==> src/hw/rtl/mhpt_pkg.sv <==
// ----------------------------------------------------------------------------
// mhpt_pkg
// Shared types, widths and constants of the moving-head pan/tilt aim block.
// ----------------------------------------------------------------------------
package mhpt_pkg;

  // result status codes
  typedef enum logic [1:0] {
    ST_AIMED = 2'd0,
    ST_SKIP  = 2'd1,
    ST_ZERO  = 2'd2
  } status_t;

  // configuration register indexes
  localparam logic [2:0] REG_SPAN_X = 3'd0;
  localparam logic [2:0] REG_SPAN_Y = 3'd1;
  localparam logic [2:0] REG_SPAN_Z = 3'd2;
  localparam logic [2:0] REG_BASE_X = 3'd3;
  localparam logic [2:0] REG_BASE_Y = 3'd4;
  localparam logic [2:0] REG_BASE_Z = 3'd5;

  // datapath widths
  localparam int VW  = 31;  // scaled vector component, signed, |v| < 2^30
  localparam int CW  = 34;  // CORDIC x/y
  localparam int ZW  = 26;  // CORDIC angle, 2^-15 degree
  localparam int NW  = 62;  // square-root radicand
  localparam int HW  = 31;  // square-root result
  localparam int ISQ_STAGES = 31;

  localparam logic signed [ZW-1:0] HALF_TURN_Z = 26'sd5898240;
  localparam logic signed [ZW-1:0] ROUND_HALF  = 26'sd128;
  localparam logic signed [17:0]   PAN_LIMIT   = 18'sd11520;
  localparam logic signed [17:0]   TILT_LIMIT  = 18'sd23040;

  typedef struct packed {
    status_t               status;
    logic [23:0]           color;
    logic signed [VW-1:0]  vx;
    logic signed [VW-1:0]  vy;
    logic signed [VW-1:0]  vz;
  } aim_sb_t;

  typedef struct packed {
    status_t     status;
    logic [23:0] color;
    logic        vx_zero;
    logic        vy_neg;
    logic        vy_zero;
  } pan_sb_t;

  // atan(2^-i) in 2^-15 degree, rounded to nearest
  function automatic logic signed [ZW-1:0] atan_z(input logic [4:0] idx);
    logic signed [ZW-1:0] val;
    unique case (idx)
      5'd0:  val = 26'sd1474560;
      5'd1:  val = 26'sd870484;
      5'd2:  val = 26'sd459940;
      5'd3:  val = 26'sd233473;
      5'd4:  val = 26'sd117189;
      5'd5:  val = 26'sd58652;
      5'd6:  val = 26'sd29333;
      5'd7:  val = 26'sd14667;
      5'd8:  val = 26'sd7334;
      5'd9:  val = 26'sd3667;
      5'd10: val = 26'sd1833;
      5'd11: val = 26'sd917;
      5'd12: val = 26'sd458;
      5'd13: val = 26'sd229;
      5'd14: val = 26'sd115;
      5'd15: val = 26'sd57;
      5'd16: val = 26'sd29;
      5'd17: val = 26'sd14;
      5'd18: val = 26'sd7;
      5'd19: val = 26'sd4;
      5'd20: val = 26'sd2;
      5'd21: val = 26'sd1;
      default: val = '0;
    endcase
    return val;
  endfunction

endpackage

==> src/hw/rtl/mhpt_isqrt.sv <==
// ----------------------------------------------------------------------------
// mhpt_isqrt
// Pipelined floor square root, one result bit per stage, with sideband.
// ----------------------------------------------------------------------------
module mhpt_isqrt import mhpt_pkg::*; #(
  parameter int SB_W = 8
) (
  input  logic            clk,
  input  logic            rst_n,
  input  logic            in_valid,
  input  logic [NW-1:0]   in_n,
  input  logic [SB_W-1:0] in_sb,
  output logic            out_valid,
  output logic [HW-1:0]   out_root,
  output logic [SB_W-1:0] out_sb
);

  logic            v_r  [ISQ_STAGES];
  logic [NW-1:0]   n_r  [ISQ_STAGES];
  logic [NW-1:0]   r_r  [ISQ_STAGES];
  logic [SB_W-1:0] sb_r [ISQ_STAGES];

  for (genvar i = 0; i < ISQ_STAGES; i++) begin : g_stage
    localparam logic [NW-1:0] BIT = NW'(1) << (2 * (ISQ_STAGES - 1 - i));
    logic            vi;
    logic [NW-1:0]   ni, ri, sum, n_nxt, r_nxt;
    logic [SB_W-1:0] sbi;

    if (i == 0) begin : g_first
      assign vi  = in_valid;
      assign ni  = in_n;
      assign ri  = '0;
      assign sbi = in_sb;
    end else begin : g_next
      assign vi  = v_r[i-1];
      assign ni  = n_r[i-1];
      assign ri  = r_r[i-1];
      assign sbi = sb_r[i-1];
    end

    always_comb begin
      sum = ri + BIT;
      if (ni >= sum) begin
        n_nxt = ni - sum;
        r_nxt = (ri >> 1) + BIT;
      end else begin
        n_nxt = ni;
        r_nxt = ri >> 1;
      end
    end

    always_ff @(posedge clk) begin
      if (!rst_n) v_r[i] <= 1'b0;
      else        v_r[i] <= vi;
    end

    always_ff @(posedge clk) begin
      n_r[i]  <= n_nxt;
      r_r[i]  <= r_nxt;
      sb_r[i] <= sbi;
    end
  end

  assign out_valid = v_r[ISQ_STAGES-1];
  assign out_root  = r_r[ISQ_STAGES-1][HW-1:0];
  assign out_sb    = sb_r[ISQ_STAGES-1];

endmodule

==> config.mk <==
export PLATFORM = sky130hd
export DESIGN_NAME = mhpt_isqrt
export DESIGN_NICKNAME = d
export VERILOG_FILES = /design/src/hw/rtl/mhpt_pkg.sv /design/src/hw/rtl/mhpt_isqrt.sv
export SDC_FILE = /design/constraint.sdc
export NUM_CORES = 2
export LEC_CHECK = 0
export BUFFER_PORTS_ARGS = -buffer_cell sky130_fd_sc_hd__buf_2
export CORE_UTILIZATION = 59
export CTS_BUF_LIST = sky130_fd_sc_hd__clkbuf_4 sky130_fd_sc_hd__clkbuf_8
export DETAILED_ROUTE_END_ITERATION = 12
export PLACE_DENSITY = 0.78
export SKIP_LAST_GASP = 1
export SLEW_MARGIN = 15
export SYNTH_ARGS = -nofsm -noshare
export SYNTH_HDL_FRONTEND = slang
export SYNTH_MEMORY_MAX_BITS = 65536
export SYNTH_SLANG_ARGS = --single-unit
==> constraint.sdc <==
create_clock -name clk -period 3.1 [get_ports clk]
set_input_delay 0 -clock clk [delete_from_list [all_inputs] [get_ports clk]]
set_output_delay 0 -clock clk [all_outputs]
set_load 0.01 [all_outputs]
Word level (Yosys, flattened, before mapping):

Memory sizes are Yosys's and may differ from the RTL's.
Cells that the tools add are included.

* flip-flop bits (word level): 0
* RAM bits: 4123
* bits of input ports: 73
* output and inout bits: 40
* logic and storage cells: 252
* memories kept: 4

* $add $sub $neg: 91
* $lt $le $gt $ge: 31
* mux-type cells: 95
* bitwise logic cells: 31

Memory list
* n_r: depth 31, width 62, read ports 30, clocked after Yosys merged registers in 0, wr ports 31, RTL line mhpt_isqrt.sv:19 `logic [NW-1:0] n_r [ISQ_STAGES];`
* r_r: depth 31, width 62, read ports 31, clocked after Yosys merged registers in 0, wr ports 31, RTL line mhpt_isqrt.sv:20 `logic [NW-1:0] r_r [ISQ_STAGES];`
* sb_r: depth 31, width 8, read ports 31, clocked after Yosys merged registers in 0, wr ports 31, RTL line mhpt_isqrt.sv:21 `logic [SB_W-1:0] sb_r [ISQ_STAGES];`
* v_r: depth 31, width 1, read ports 31, clocked after Yosys merged registers in 0, wr ports 31, RTL line mhpt_isqrt.sv:18 `logic v_r [ISQ_STAGES];`

Operators with widths (count)
* $mux W62: 61
* $ge A62 B62 Y1: 30
* $sub A62 B62 Y62: 30
* $add A61 B1 Y62 const B: 1
* $add A61 B11 Y62 const B: 1
* $add A61 B13 Y62 const B: 1
* $add A61 B15 Y62 const B: 1
* $add A61 B17 Y62 const B: 1
* $add A61 B19 Y62 const B: 1
* $add A61 B21 Y62 const B: 1
* $add A61 B23 Y62 const B: 1
* $add A61 B25 Y62 const B: 1
* $add A61 B27 Y62 const B: 1
* $add A61 B29 Y62 const B: 1
* $add A61 B3 Y62 const B: 1
* $add A61 B31 Y62 const B: 1
* $add A61 B33 Y62 const B: 1
* $add A61 B35 Y62 const B: 1
* $add A61 B37 Y62 const B: 1
* $add A61 B39 Y62 const B: 1
* $add A61 B41 Y62 const B: 1
* $add A61 B43 Y62 const B: 1
* $add A61 B45 Y62 const B: 1
* $add A61 B47 Y62 const B: 1
* 44 further kinds: 106

Depth between registers and ports, before layout:

An unclocked memory read counts as a cell.

* depth in word-level cells: 4
* mapped depth: 14
* gate-level depth less buffers: 12

Worst setup path after synthesis:

OpenSTA, ideal clock, no wires.

* path kind: register -> register
* from: memory n_r[19][50] (netlist: n_r[1][236])
* to: memory n_r[20][55] (netlist: n_r[1][303])
* library setup time: 134 ps
* arrival time: 3221 ps
* data required time: 2966 ps
* setup slack: -255 ps
* cell stages (with the launch flop): 12
* path buffers: 2
* period minus slack after synthesis: 3355 ps
* cell sequence: dfxtp_1 or4_1 or3_1 or4_1 nor3_2 or4b_1 a2111o_1 buf_6 or3b_1 buf_4 nor4_1 xor2_1

RTL lines (RTL line)
* start, declared: mhpt_isqrt.sv:19

==> summary.md <==
| Metric | Value |
|---|---|
| Flops & latches, synth | 2635 |
| Initial Utilization | 59.53% |
| Die Area | between 150000 and 200000 sq um |
| TritonCTS clock tree | done |
| Iter 0 DRT Violations | 8331 |
| Global Route Usage Sum | about a third |
| Final hold viol count | 0 |
| Yosys warnings | 0 |
| Layout Area Growth over Synthesis | 25.74% |
| Max-Cap Viols | 4 |
| Distinct cells, synth | 90 |
| Violated checks | DRC, capacitance limit, slew limit, setup timing |
| Post-synth top area cell | dfxtp_1 |
| Per-cell routed wire length | 22.86 microns |
| Synth top area share | 55.06% |
| Lkg Pwr | about 56 nW |
| First-pass DRT Iterations | 12 |
| Largest net degree at the start of global routing | 45 |
| Clk_lat worst skew | 1.13 ns |
| Crit Reg-Reg Endpoint | n_r[0][370] |
| Mux cell area share after synthesis | 1.307% |
| Layout cells sized above 1 | 22.60% |
| Final period util | 167.3% |
| Design Power | 0.1122 W |
| Reg-to-reg critical path startpoint | n_r[0][282] |
| Worst Path Max Fanout | 2 |
| Syn Area/Cell | between 10 and 15 sq um |
| Placer Congestion | 1.032 |
| Outcome | finished, violations left |
| Hold Crit Class | input port to register |
| CP Class | register to register |
| Worst Path Arrival | roughly 6.1 ns |
| Worst-margin pin slew | 2.736 ns |
| Commonest non-fill, non-tap cells in the layout | dfxtp_1, buf_4, inv_1 |
| Post-Synth Adder-Cell Area | 6.857% |
| Htree depth | 5 |
| Inserted Clock Buffers | 402 |
| Power per cell area | between 900 and 1000 nW/um^2 |
| TNS Setup | -71.05 ns |
| Post-Layout Inst Area | around 120000 sq um |
| Chip Height | 405.0 microns |
| Period minus WS final | roughly 5.2 ns |
| Slew Limit Fails | 6 |
| Hold EP | sb_r[0][3] |
| Hold path startpoint | in_sb[3] |
| Syn_nets | approximately 10000 |
| Reg2reg setup slack | -2.09 ns |
| Xor/xnor cell area share of the yosys netlist | 7.488% |
| Quantity of I/O buffers inserted on ports | roughly 110 |
| Clock transition at path regs | 0.08 ns |
| Core Region | 160900 sq um |
| Clk sinks | ~2600 |
| Root buf cell | clkbuf_8 |
| Seq/Total Area, Yosys | 55.06% |
| Clk buf depth | 4 |
| Worst setup margin | -2.085 ns |
| DR DRC count | 2 |
| I/O pin count | 113 |
| Fin Clk Skew | 0.1198 ns |
| WL final | 303500 microns |
| DR vias | about 78000 |
| Post-Syn Instances | ~9400 |
| Worst hold slack | 0.1183 ns |
| Worst Path Required | approximately 4 ns |
| Total grt overflow | 0 |
| Simple logic cell fraction of the synthesized area | 14.87% |
| Final Setup Violations | 200 |
| DR vias/cell | 5.887 |
| VDD IR max | 903.8 uV |
| Max Freq | 192.9 MHz |
| Synth Area in Compound Gates | ~11% |
| Most common cell after layout, fill and taps aside | dfxtp_1 |
| Hold path cells | 3 |
| Slew headroom | -84.11% |
| Combinational family with the most area after synthesis | simple AND/OR/NAND/NOR gates |
| Vias in the first global route | 75830 |
| First-pass GRT wire length | 436500 microns |
| Core Rows | 147 |
| EDFF count, synth | 0 |
| Startpoint Class | register |
| CP endpoint kind | register |
| Largest cells by area after synthesis | dfxtp_1, ha_1, xnor2_1 |
| Die span in x | 405.0 microns |
| RSZ-0062 raised after global routing | yes |
| Post-synth top flop | dfxtp_1 |
| Fraction of registers with async set/reset | 0% |
| R2R depth | 9 |
| Initial antenna violation count | between 40 and 50 |
| Mapped Area | 95800 sq um |
| Final nets | 11400 |
| Routed Antenna Nets | 0 |
| Post-DP HPWL | just under 200000 microns |
| Placed cell area | about 110000 sq um |
critical path, stage by stage (launching register included):
cell,delay (ns)
dfxtp_1,0.33
nor4_1,2.15
nand3_2,0.91
nor4_4,0.52
buf_4,0.21
nor3b_1,0.06
a2111oi_1,0.41
buf_4,0.19
nand2_1,0.07
xnor2_1,0.12
worst max path at each step:
stage,from,slack [ns],depth (start not counted),endpoint
finish,n_r[0][282],-2.09,9,n_r[0][370]
global route,n_r[0][282],-1.65,9,n_r[0][370]
CTS,n_r[1][236],-0.25,10,n_r[1][305]
detailed placement,r_r[1][152],-0.37,12,n_r[1][245]
global placement,r_r[1][208],-0.35,12,n_r[1][295]
floorplan,n_r[1][236],-0.20,11,n_r[1][303]
flip-flops by register name (all words and copies together), names as in the netlist:
name,cells
n_r,1860
r_r,496
sb_r,248
v_r,31
layer usage:
layer  wire length, microns  track usage, %  vias to the layer above
met5                    172               0                        -
met4                  18960           19.23                       24
met3                  28680           8.384                     1327
met2                 134300           53.71                     4324
met1                 121500           43.26                    36960
li1                       -               -                    35520
layout make-up:
type                            count  area, sq um
Multi-Input combinational cell   5880        43550
Antenna cell                       20        50.05
Tap cell                         2160         2703
Clock buffer                      610         7732
Fill cell                       10340        40480
Inverter                          658         2485
Timing Repair Buffer             1222        10020
Sequential cell                  2635        52820
Clock inverter                     91         1089
where the power goes:
part           total [W]  internal (W)  switching (W)  leakage (nW)
Sequential        0.0487        0.0410        0.00774          22.1
Clock             0.0317        0.0179         0.0139          4.66
Combinational     0.0317        0.0145         0.0171          28.8
Total              0.112        0.0734         0.0387          55.6
stage by stage:
step / cells / setup slack (ns) / util, %
after floorplan: 9362 / -0.2026 / -
after global placement: 12300 / -0.3525 / 65.36
after detailed placement: 12300 / -0.3745 / 65.36
after CTS: 13200 / -0.2532 / 72.86
after global routing: 13260 / -1.653 / 74.82
final: 13280 / -2.085 / 74.85
cells in the mapped netlist, drive strengths merged (42+ instances only):
master / n
nor4b: 59
and3: 43
o21bai: 55
and2: 69
nand2: 480
nor4: 314
or3: 85
nand2b: 116
a21oi: 625
or4: 75
o21ai: 349
a211oi: 48
dfxtp: 2635
mux2: 105
nor2b: 56
nor2: 681
ha: 525
xor2: 361
nor3: 236
nand4b: 42
o21a: 101
nand4: 158
xnor2: 458
clkbuf: 162
inv: 656
nand3: 153
a21o: 201
cell families after synthesis:
logic type      count (synthesis)
compound gates               1708
xor+xnor                      819
fa+ha+maj                     525
buf+inv                       847
flops                        2635
mux                           112
simple gates                 2716
repair_timing:
action | CTS | global route
hold buffers | 147 | 0
buffers inserted | 41 | 57
endpoints found under the setup margin | 481 | 623
pin swaps | 74 | 185
gates cloned | 8 | 9
gates resized for setup | 264 | 528
hold endpoints to repair | 102 | 0
(Power assumes the default switching activity.)
